--- config.mk ---
export PLATFORM = sky130hd
export DESIGN_NAME = s2x_kernel
export DESIGN_NICKNAME = d
export VERILOG_FILES = /design/src/design/s2x_kernel.sv
export SDC_FILE = /design/constraint.sdc
export NUM_CORES = 1
export LEC_CHECK = 0
export BUFFER_PORTS_ARGS = -buffer_cell sky130_fd_sc_hd__buf_2
export CORE_AREA = 2 2 51 48
export DETAILED_ROUTE_END_ITERATION = 12
export DIE_AREA = 0 0 53 50
export PLACE_DENSITY_LB_ADDON = 0.15
export SETUP_SLACK_MARGIN = 0.5
export SYNTH_ARGS = -nofsm -noshare
export SYNTH_HDL_FRONTEND = slang
export SYNTH_SLANG_ARGS = --single-unit
--- constraint.sdc ---
create_clock -name vclk -period 3.9
set_input_delay 0.78 -clock vclk [all_inputs]
set_output_delay 0.78 -clock vclk [all_outputs]
set_load 0.005 [all_outputs]
--- src/design/s2x_kernel.sv ---
// ----------------------------------------------------------------------------
// s2x_kernel
// scale2x / epx rule: one centre pixel and four neighbours to a 2x2 block
// ----------------------------------------------------------------------------
module s2x_kernel #(
  parameter int PIXEL_BITS = 8
) (
  input  logic [PIXEL_BITS-1:0]      p_i,    // centre
  input  logic [PIXEL_BITS-1:0]      a_i,    // above
  input  logic [PIXEL_BITS-1:0]      l_i,    // left
  input  logic [PIXEL_BITS-1:0]      r_i,    // right
  input  logic [PIXEL_BITS-1:0]      d_i,    // below
  output logic [3:0][PIXEL_BITS-1:0] quad_o  // tl, tr, bl, br
);

  always_comb begin
    quad_o[0] = (l_i == a_i && a_i != d_i && l_i != r_i) ? a_i : p_i;
    quad_o[1] = (a_i == r_i && a_i != l_i && r_i != d_i) ? r_i : p_i;
    quad_o[2] = (l_i == d_i && d_i != a_i && l_i != r_i) ? l_i : p_i;
    quad_o[3] = (r_i == d_i && r_i != a_i && d_i != l_i) ? d_i : p_i;
  end

endmodule

==> qor.yml <==
die:
  core-area_um2: 2100
  rows: 16
  fp.dieH_um: 50
  fp.dieW_um: 53
  die_area_um2: 2650
  initial_core_util_pct: 44.9
  ioPinCount: 72
detailed_routing:
  drc_errors: 0
  first_iter_violations: 22
  avgRoutedWirePerCell_um: 13.8
  routed_wl_um: 2760
  vias: 1026
  dr.pass1.iters: 4
  postRouteAntennaNets: 0
  routed_via_density: 5.13
power:
  netSwitchingPower_uw: 62.5
  p_sw_share_pct: 46.9
  p_int_uw: 70.8
  powerDensity_nw_per_um2: 100
  clkPwrFrac_pct: 0
  p_leak_uw: 0.000619
  ir_drop_mv: 0.0549
  pwr-share-seq_pct: 0
  total_power_uw: 133
  p_comb_share_pct: 100.0
critical_path:
  crit_fanout: 8
  max_stage_delay_ns: 0.52
  crit_family: "simple AND/OR/NAND/NOR gates"
  cp_slowest_cell: "or3b_4"
  critPathMostFrequentCell: "buf_2"
  required_ns: 3.12
  arrival_ns: 2.48
  endpoint_kind: "output port"
  crit_buf_inv: 2
  startpoint_type: "primary input"
  crit_type: "in2out"
  cp.depth: 7
  worstPathCellList: "buf_2 -> xor2_1 -> nor4_1 -> nand2_1 -> or3b_4 -> mux2_4 -> buf_2"
sta:
  min_period_ns: 3.26
  hold_viol_final: 0
  grt_setup_unrepaired: "false"
  final_max_slew_viol_count: 0
  fin_setup_tns_ns: 0
  worst_slack_ns: 0.636
  setup_viol: 0
  relSlewSlack_pct: 66.5
  max_freq_ghz: 0.306
  max_slew.worst_pin.slew_ns: 0.502
  post-route-period-util_pct: 83.7
global_routing:
  overflow: 0
  globalRouteTotalUtil_pct: 20.1
  grt_max_degree: 9
  antenna_found_initial: 0
  grt_pass1_wl_um: 4140
  grt_pass1_vias: 932
layout:
  nets: 215
  layout-drive-gt1-share_pct: 61.8
  seq_cells: 0
  n_antenna_cell: 0
  n_clock_buffer: 0
  seqCellArea_um2: 0
  multiInputGateArea_um2: 936
  area_growth_pct: 40.8
  final.fill_count: 205
logic_synthesis:
  avgSynthCellArea_um2: 9.26
  ys_types: 13
  syn_area_um2: 945
  yosysWarnings: 0
  synth_cells: 102
  ys_seq_area_share_pct: 0
  syn-num-nets: 142
placed_design:
  io_buffers: 72
  gp_congestion: 0.802
  post-place-ws_ns: 0.486
  dp_hpwl_um: 2250
worst_hold_path:
  min_from: "p_i[3]"
  whs_endpoint: "quad_o[11]"
  hold_depth: 3
  hold_path_class: "in2out"
cts:
  cts_setup_buffers: 0
  ctsResizeCount: 1
  holdBufCountCts: 0
flow_run:
  maxCapViolCount: 0
outcome:
  status: "finished, final reports clean"
## stage by stage
step	util [%]	instances	hold slack, ns	cell area [µm²]
final	63.3	200	1.89	1330
after global routing	63.3	200	1.91	1330
after CTS	63.3	200	1.89	1330
after detailed placement	63.2	200	1.89	1330
after global placement	63.2	200	1.88	1330
after floorplan	-	102	1.68	945
## synth_stat cells
cell type	count	area, µm²
mux2_2	24	270
xnor2_1	24	210
xor2_1	24	210
mux2_4	8	120
nand4_1	6	37.5
nor4_1	6	37.5
nand2_1	3	11.3
nor2_2	2	12.5
buf_6	1	11.3
nand3_1	1	5.00
nor2_1	1	3.75
o22ai_1	1	6.26
or3b_1	1	8.76
## worst max path at each step
| stage | slack [ns] | startpoint | endpoint |
|---|---|---|---|
| 5_1_grt | 0.54 | a_i[4] | quad_o[5] |
| 2_1_floorplan | 1.03 | r_i[3] | quad_o[10] |
| 4_1_cts | 0.67 | r_i[3] | quad_o[13] |
| 3_3_place_gp | 0.51 | r_i[3] | quad_o[13] |
| 6_report | 0.64 | r_i[3] | quad_o[13] |
| 3_5_place_dp | 0.49 | r_i[3] | quad_o[15] |
## final cells by class
class | instances | area share, %
Multi-Input combinational cell | 101 | 70.4
Tap cell | 27 | 2.54
Timing Repair Buffer | 72 | 27.1
## cell families after synthesis
family / share of synthesized area (%)
XOR/XNOR: 44.5
multiplexers: 41.3
AO/OA/AOI/OAI: 0.663
buffers and inverters: 1.19
AND/OR/NAND/NOR: 12.3
## layer usage
metal | global-route usage (%) | vias to the layer above | wire (µm)
li1 | - | 511 | -
met1 | 27.7 | 455 | 1220
met2 | 36.0 | 58 | 1310
met3 | 0.303 | 2 | 226
met4 | 0.855 | 0 | 8
met5 | 0 | - | 0
## placed cells by master (no fill, tap or decap)
cell / instances
xnor2_1: 24
nand4_1: 6
nor2_1: 1
nand2_1: 3
o22ai_1: 1
mux2_4: 8
nor2_2: 2
buf_2: 72
or3b_4: 1
mux2_2: 24
nor4_1: 6
nand3_1: 1
xor2_1: 24
## power by group through the flow
stage | registers [µW] | clock network [µW] | logic, µW
after floorplan | 0 | 0 | 65.8
after global placement | 0 | 0 | 131
after detailed placement | 0 | 0 | 133
after CTS | 0 | 0 | 134
after global routing | 0 | 0 | 145
final | 0 | 0 | 133
Note: power is estimated with default switching activity, not from simulation.
