$ cat src/design/s2x_pkg.sv
// ----------------------------------------------------------------------------
// s2x_pkg
// shared types and constants of the scale2x upscaler core
// ----------------------------------------------------------------------------
package s2x_pkg;

  // configuration port
  localparam int CFG_BITS     = 11;
  localparam int CFG_IDX_BITS = 1;

  typedef enum logic [CFG_IDX_BITS-1:0] {
    CFG_ACTIVE_WIDTH  = 1'b0,
    CFG_ACTIVE_HEIGHT = 1'b1
  } cfg_reg_e;

  localparam int WIDTH_RESET  = 320;
  localparam int HEIGHT_RESET = 200;

  // position fields of a result beat
  localparam int POS_BITS = 10;

  // number of result slots one source pixel can release
  localparam int NUM_SLOTS = 4;

  typedef struct packed {
    logic [POS_BITS-1:0] row;
    logic [POS_BITS-1:0] col;
    logic                done;
  } blk_tag_t;

endpackage

$ cat src/design/s2x_block_if.sv
// ----------------------------------------------------------------------------
// s2x_block_if
// result channel: one 2x2 output block with its source position per beat
// ----------------------------------------------------------------------------
interface s2x_block_if import s2x_pkg::*; #(
  parameter int PIXEL_BITS = 8
);
  logic                  valid;
  logic                  ready;
  logic [PIXEL_BITS-1:0] out_top_left;
  logic [PIXEL_BITS-1:0] out_top_right;
  logic [PIXEL_BITS-1:0] out_bottom_left;
  logic [PIXEL_BITS-1:0] out_bottom_right;
  logic [POS_BITS-1:0]   source_row;
  logic [POS_BITS-1:0]   source_column;
  logic                  last_in_run;
  logic                  frame_done;

  modport source (
    output valid, output out_top_left, output out_top_right,
    output out_bottom_left, output out_bottom_right,
    output source_row, output source_column, output last_in_run,
    output frame_done, input ready
  );
  modport sink (
    input valid, input out_top_left, input out_top_right,
    input out_bottom_left, input out_bottom_right,
    input source_row, input source_column, input last_in_run,
    input frame_done, output ready
  );
endinterface

$ cat src/design/s2x_block_queue.sv
// ----------------------------------------------------------------------------
// s2x_block_queue
// holds the blocks released by one pixel and hands them out one per beat
// ----------------------------------------------------------------------------
module s2x_block_queue import s2x_pkg::*; #(
  parameter int PIXEL_BITS = 8
) (
  input  logic                       clk_i,
  input  logic                       rst_ni,
  input  logic                       load_i,
  input  logic [NUM_SLOTS-1:0]       mask_i,
  input  logic [3:0][PIXEL_BITS-1:0] pix_i [NUM_SLOTS],
  input  blk_tag_t                   tag_i [NUM_SLOTS],
  output logic                       ready_o,
  s2x_block_if.source                blk_o
);

  logic [NUM_SLOTS-1:0]       pend_q, pend_d;
  logic [3:0][PIXEL_BITS-1:0] ent_pix_q [NUM_SLOTS];
  blk_tag_t                   ent_tag_q [NUM_SLOTS];

  logic                       out_vld_q, out_vld_d;
  logic [3:0][PIXEL_BITS-1:0] out_pix_q;
  blk_tag_t                   out_tag_q;
  logic                       out_last_q;

  logic [$clog2(NUM_SLOTS)-1:0] sel_idx;
  logic [NUM_SLOTS-1:0]         sel_oh;
  logic [NUM_SLOTS-1:0]         rest;
  logic                         move;

  // lowest pending slot goes first
  always_comb begin
    sel_idx = '0;
    for (int i = NUM_SLOTS - 1; i >= 0; i--) begin
      if (pend_q[i]) begin
        sel_idx = ($clog2(NUM_SLOTS))'(i);
      end
    end
  end

  assign sel_oh  = NUM_SLOTS'(1) << sel_idx;
  assign rest    = pend_q & ~sel_oh;
  assign move    = (pend_q != '0) && (!out_vld_q || blk_o.ready);
  assign ready_o = (pend_q == '0) || (move && (rest == '0));

  always_comb begin
    pend_d = pend_q;
    if (load_i) begin
      pend_d = mask_i;
    end else if (move) begin
      pend_d = rest;
    end
    out_vld_d = out_vld_q;
    if (move) begin
      out_vld_d = 1'b1;
    end else if (blk_o.ready) begin
      out_vld_d = 1'b0;
    end
  end

  always_ff @(posedge clk_i or negedge rst_ni) begin
    if (!rst_ni) begin
      pend_q    <= '0;
      out_vld_q <= 1'b0;
    end else begin
      pend_q    <= pend_d;
      out_vld_q <= out_vld_d;
    end
  end

  always_ff @(posedge clk_i) begin
    if (load_i) begin
      ent_pix_q <= pix_i;
      ent_tag_q <= tag_i;
    end
    if (move) begin
      out_pix_q  <= ent_pix_q[sel_idx];
      out_tag_q  <= ent_tag_q[sel_idx];
      out_last_q <= (rest == '0);
    end
  end

  assign blk_o.valid            = out_vld_q;
  assign blk_o.out_top_left     = out_pix_q[0];
  assign blk_o.out_top_right    = out_pix_q[1];
  assign blk_o.out_bottom_left  = out_pix_q[2];
  assign blk_o.out_bottom_right = out_pix_q[3];
  assign blk_o.source_row       = out_tag_q.row;
  assign blk_o.source_column    = out_tag_q.col;
  assign blk_o.last_in_run      = out_last_q;
  assign blk_o.frame_done       = out_tag_q.done;

endmodule

$ cat src/flat_wrapper.sv
// flat-port wrapper written by rule: the top's interface ports become plain ports
module s2x_block_queue_flat import s2x_pkg::*;
#(
  parameter int PIXEL_BITS = 8
)
  (clk_i, rst_ni, load_i, mask_i, pix_i, tag_i, ready_o, blk_o_valid, blk_o_out_top_left, blk_o_out_top_right, blk_o_out_bottom_left, blk_o_out_bottom_right, blk_o_source_row, blk_o_source_column, blk_o_last_in_run, blk_o_frame_done, blk_o_ready);
  s2x_block_if #(.PIXEL_BITS(PIXEL_BITS)) blk_o_i ();
  input  logic clk_i;
  input  logic rst_ni;
  input  logic load_i;
  input  logic [NUM_SLOTS-1:0] mask_i;
  input  logic [3:0][PIXEL_BITS-1:0] pix_i[NUM_SLOTS];
  input  blk_tag_t tag_i[NUM_SLOTS];
  output logic ready_o;
  output wire logic [$bits(blk_o_i.valid)-1:0] blk_o_valid;
  output wire logic [$bits(blk_o_i.out_top_left)-1:0] blk_o_out_top_left;
  output wire logic [$bits(blk_o_i.out_top_right)-1:0] blk_o_out_top_right;
  output wire logic [$bits(blk_o_i.out_bottom_left)-1:0] blk_o_out_bottom_left;
  output wire logic [$bits(blk_o_i.out_bottom_right)-1:0] blk_o_out_bottom_right;
  output wire logic [$bits(blk_o_i.source_row)-1:0] blk_o_source_row;
  output wire logic [$bits(blk_o_i.source_column)-1:0] blk_o_source_column;
  output wire logic [$bits(blk_o_i.last_in_run)-1:0] blk_o_last_in_run;
  output wire logic [$bits(blk_o_i.frame_done)-1:0] blk_o_frame_done;
  input wire logic [$bits(blk_o_i.ready)-1:0] blk_o_ready;
  assign blk_o_valid = blk_o_i.valid;
  assign blk_o_out_top_left = blk_o_i.out_top_left;
  assign blk_o_out_top_right = blk_o_i.out_top_right;
  assign blk_o_out_bottom_left = blk_o_i.out_bottom_left;
  assign blk_o_out_bottom_right = blk_o_i.out_bottom_right;
  assign blk_o_source_row = blk_o_i.source_row;
  assign blk_o_source_column = blk_o_i.source_column;
  assign blk_o_last_in_run = blk_o_i.last_in_run;
  assign blk_o_frame_done = blk_o_i.frame_done;
  assign blk_o_i.ready = blk_o_ready;
  s2x_block_queue #(.PIXEL_BITS(PIXEL_BITS)) u_core (.clk_i(clk_i), .rst_ni(rst_ni), .load_i(load_i), .mask_i(mask_i), .pix_i(pix_i), .tag_i(tag_i), .ready_o(ready_o), .blk_o(blk_o_i));
endmodule
$ cat config.mk
export PLATFORM = sky130hd
export DESIGN_NAME = s2x_block_queue_flat
export DESIGN_NICKNAME = d
export VERILOG_FILES = /design/src/design/s2x_pkg.sv /design/src/design/s2x_block_if.sv /design/src/design/s2x_block_queue.sv /design/src/flat_wrapper.sv
export SDC_FILE = /design/constraint.sdc
export NUM_CORES = 1
export LEC_CHECK = 0
export BUFFER_PORTS_ARGS = -buffer_cell sky130_fd_sc_hd__buf_2
export CAP_MARGIN = 20
export CORE_UTILIZATION = 52
export CTS_CLUSTER_SIZE = 40
export DETAILED_ROUTE_END_ITERATION = 8
export PLACE_DENSITY = 0.8
export SLEW_MARGIN = 25
export SYNTH_ARGS = -nofsm -noshare
export SYNTH_HDL_FRONTEND = slang
export SYNTH_SLANG_ARGS = --single-unit
export TNS_END_PERCENT = 10
$ cat constraint.sdc
create_clock -name clk_i -period 4.5 [get_ports clk_i]
set_input_delay 0.9 -clock clk_i [delete_from_list [all_inputs] [get_ports clk_i]]
set_output_delay 0.9 -clock clk_i [all_outputs]
set_load 0.05 [all_outputs]
==> tab_implementation.tex <==
\begin{tabular}{lr}
\hline
Metric & Value \\
\hline
\multicolumn{2}{l}{\textbf{Worst setup path}} \\
Critical path buffers and inverters & 2 \\
WP data required & about 3.6 ns \\
Cell with the biggest individual delay on the critical path & sky130\_fd\_sc\_hd\_\_dfrtp\_2 \\
Register-to-register path setup slack & 1.36 ns \\
Launch instance of the worst register-to-register path & u\_core.pend\_q[0]\$\_DFFE\_PN0P\_ \\
Delay of the slowest critical-path stage & 0.80 ns \\
End of the critical path & ready\_o \\
Critical path launch point & u\_core.pend\_q[2]\$\_DFFE\_PN0P\_ \\
Reg2Reg Capture Point & u\_core.blk\_o.source\_column[9]\$\_DFFE\_PP\_ \\
Crit path max fanout & 32 \\
Crit path arrival time & 2.62 ns \\
Crit. path cell count & 4 \\
Setup crit start kind & register \\
CP cell instances & buf\_4, a2111oi\_0, or3\_1, buf\_2 \\
Category of the most critical setup path & register to output pin \\
Worst Reg2Reg Path Length in Cells & 3 \\
Largest delay contributor family on the critical path & flip-flops \\
Type of element capturing the critical path & output pin \\
\multicolumn{2}{l}{\textbf{Cells and area}} \\
FF/Latch Area & 8120 sq um \\
Footprint of the multi-input gates & between 1500 and 2000 sq um \\
Diode count & 0 \\
Area growth, synth to finish & 25.7\% \\
Final nets & 989 \\
Fillcell total & 1,246 \\
Share of cells above drive strength 1 & between 40\% and 50\% \\
\multicolumn{2}{l}{\textbf{Clock tree}} \\
Root buffer cell & sky130\_fd\_sc\_hd\_\_clkbuf\_16 \\
Number of buffers created by CTS & 27 \\
Insertion delay to the later sink of the worst-skew pair & 0.54 ns \\
Clock transition at the register clock pins on the worst setup and hold paths after CTS & 0.06 ns \\
Buffer count from post-CTS setup fixing & 0 \\
H-tree level count & 1 \\
Post-CTS resize count & 0 \\
Number of buffers on the longest clock path & 3 \\
Hold-fix buffer count after cts & 0 \\
Number of clock sinks & 271 \\
CTS tree & done \\
\multicolumn{2}{l}{\textbf{Synthesis}} \\
Number of flops mapped to enable cells by yosys & 266 \\
Cell area after synthesis & 9900 sq um \\
Count of state elements after synthesis & 271 \\
Number of warning messages in the yosys log & 0 \\
Seq/Total Area, Yosys & about four fifths \\
Number of instances in the synthesized netlist & 494 \\
Leading cell types by count after synthesis & sky130\_fd\_sc\_hd\_\_edfxtp\_1, sky130\_fd\_sc\_hd\_\_a221o\_1, sky130\_fd\_sc\_hd\_\_a32o\_1, sky130\_fd\_sc\_hd\_\_nand2b\_1, sky130\_fd\_sc\_hd\_\_clkbuf\_1 \\
Most area-hungry cell type in the Yosys netlist & sky130\_fd\_sc\_hd\_\_edfxtp\_1 \\
Mean instance size in the synthesized netlist & 20.0 sq um \\
Share of synthesized flip-flops with an asynchronous set or reset & 1.85\% \\
Most used flip-flop cell after synthesis & sky130\_fd\_sc\_hd\_\_edfxtp\_1 \\
Net count after synthesis & 714 \\
Post-synthesis cell type count & 27 \\
Share of the synthesized area in the top cell type & 80.7\% \\
Cell types with the largest area share after synthesis & sky130\_fd\_sc\_hd\_\_edfxtp\_1, sky130\_fd\_sc\_hd\_\_a221o\_1, sky130\_fd\_sc\_hd\_\_a32o\_1 \\
Most frequently used cell type in the post-synthesis netlist & sky130\_fd\_sc\_hd\_\_edfxtp\_1 \\
\multicolumn{2}{l}{\textbf{Status}} \\
Status & finished, final reports clean \\
\multicolumn{2}{l}{\textbf{Power}} \\
IR drop worst, VDD & 0.335 mV \\
Leak Pwr & roughly 4.7 nW \\
Power per unit of standard cell area & between 500 and 600 nW/um\^{}2 \\
\multicolumn{2}{l}{\textbf{Drt}} \\
Initial DRT Pass Iterations & 5 \\
Total routed wirelength & about 22,000 microns \\
Vias after detailed routing & 5,854 \\
Initial DRC Count & about 440 \\
Vias per cell & approximately 5.7 \\
Post-DR wirelength/cell & 21.2 microns \\
Number of nets with antenna violations after detailed routing & 0 \\
DR DRC count & 0 \\
\multicolumn{2}{l}{\textbf{Global routing}} \\
Largest net degree at the start of global routing & between 100 and 150 \\
Initial antenna violation count & 2 \\
First-pass GRT wire length & between 30,000 and 40,000 microns \\
Gr ovfl total & 0 \\
Via count of the first global-routing pass & between 6,000 and 7,000 \\
Tot GR Track Use & 22.2\% \\
\multicolumn{2}{l}{\textbf{Placement}} \\
Placed wire-length estimate after detailed placement & about 14,000 microns \\
Weighted congestion reported at the end of routability-driven placement & 0.794 \\
Number of buffers added on ports & 275 \\
\multicolumn{2}{l}{\textbf{Timing}} \\
Setup repair after global routing missed its margin & false \\
Final period demand of the worst path & roughly 3.5 ns \\
Setup total negative slack & 0 ns \\
Final-layout worst hold slack & 0.169 ns \\
F\_max & 0.284 GHz \\
Number of hold-slack violations in the final timing report & 0 \\
Final setup vio count & 0 \\
Skew final & 0.0206 ns \\
Slew Viols, Final & 0 \\
Portion of the clock cycle consumed by the worst path in the final layout & 78.3\% \\
Worst-margin pin slew & 0.901 ns \\
Max\_slew headroom & 39.9\% \\
\multicolumn{2}{l}{\textbf{Worst hold path}} \\
Hold Crit Class & primary input to async pin \\
\multicolumn{2}{l}{\textbf{Floorplan}} \\
Total Die Area & 19,600 sq um \\
Standard cell core area & 18,700 sq um \\
Die W & 140 microns \\
Number of I/O pins & 276 \\
Starting density of the core & 52.9\% \\
Row cnt & 50 \\
Die Span Y & 140 microns \\
\multicolumn{2}{l}{\textbf{Flow run}} \\
Max capacitance violation total & 0 \\
\hline
\end{tabular}
==> worst min path at each step <==
stage	slack, ns	to	cells after the start
floorplan	0.51	u_core.blk_o.frame_done$_DFFE_PP_	1
global placement	0.51	u_core.blk_o.out_bottom_right[3]$_DFFE_PP_	1
detailed placement	0.52	u_core.blk_o.out_bottom_right[5]$_DFFE_PP_	1
CTS	0.15	u_core.pend_q[2]$_DFFE_PN0P_	1
global route	0.16	u_core.pend_q[2]$_DFFE_PN0P_	1
finish	0.17	u_core.pend_q[2]$_DFFE_PN0P_	1
==> through the flow <==
stage | power [mW] | cells | utilization, % | area (sq um) | setup WS [ns]
final | 6.38 | 1024 | 66.5 | 12400 | 0.977
after global routing | 6.58 | 1024 | 66.5 | 12400 | 0.829
after CTS | 6.42 | 1023 | 66.4 | 12400 | 0.924
after detailed placement | 4.00 | 973 | 61.1 | 11400 | 1.27
after global placement | 3.97 | 973 | 61.1 | 11400 | 1.31
after floorplan | 3.71 | 494 | - | 9900 | 0.266
==> cell usage in the layout, fill, tap and decap left out, types with 2 or more instances in the layout <==
cell type,synthesis,layout
sky130_fd_sc_hd__buf_2,10,274
sky130_fd_sc_hd__bufinv_16,0,7
sky130_fd_sc_hd__dfrtp_1,5,3
sky130_fd_sc_hd__clkbuf_1,18,2
sky130_fd_sc_hd__edfxtp_1,266,266
sky130_fd_sc_hd__a221o_1,53,53
sky130_fd_sc_hd__nand2b_1,53,53
sky130_fd_sc_hd__clkinvlp_4,0,3
sky130_fd_sc_hd__clkbuf_16,0,27
sky130_fd_sc_hd__clkinv_2,0,5
sky130_fd_sc_hd__nand2_1,6,6
sky130_fd_sc_hd__clkinv_1,0,6
sky130_fd_sc_hd__a32o_1,53,53
sky130_fd_sc_hd__a2111oi_0,2,2
sky130_fd_sc_hd__buf_4,1,7
sky130_fd_sc_hd__o21ai_0,5,5
==> final cells by class <==
cell class,instances,area share [%]
repair buffers,284,11.9
inverters,1,0.0402
clock buffers,29,5.49
multi-input cells,184,12.6
well taps,234,2.35
clock inverters,21,2.37
flip-flops and latches,271,65.2
==> layer usage <==
metal	track usage [%]	routed length, microns	vias to the layer above	share of wire [%]
met1	27.6	8140	2851	37
met3	6.09	2140	47	9.9
met4	6.54	542	2	2.5
met2	38.1	10900	323	50
li1	-	-	2631	-
met5	0	10	-	0.046
==> sequential cells by signal (all words and copies together), names as in the netlist <==
register                       flops
u_core.blk_o.frame_done            1
u_core.blk_o.last_in_run           1
u_core.blk_o.out_bottom_left       8
u_core.blk_o.out_bottom_right      8
u_core.blk_o.out_top_left          8
u_core.blk_o.out_top_right         8
u_core.blk_o.source_column        10
u_core.blk_o.source_row           10
u_core.blk_o.valid                 1
u_core.ent_pix_q                 128
u_core.ent_tag_q                  84
u_core.pend_q                      4
==> cell families after synthesis <==
| logic type | count (synthesis) | synth area share, % |
|---|---|---|
| flip-flops | 271 | 82.0 |
| AO/OA/AOI/OAI | 117 | 11.4 |
| AND/OR/NAND/NOR | 66 | 4.11 |
| buffers and inverters | 39 | 2.36 |
| adder cells (fa/ha/maj) | 1 | 0.101 |
==> worst reg2reg max path: cells and delay by family, from the launching register on <==
family	cells	cell delay (ns)
AO/OA/AOI/OAI	1	0.81
buffers and inverters	2	1.43
flip-flops	1	0.52
==> where the power goes <==
| part | switching, mW | internal [mW] |
|---|---|---|
| logic | 0.531 | 0.269 |
| clock network | 0.926 | 1.50 |
| registers | 0.0951 | 3.06 |
No activity file was read; power rests on OpenSTA's default activity.
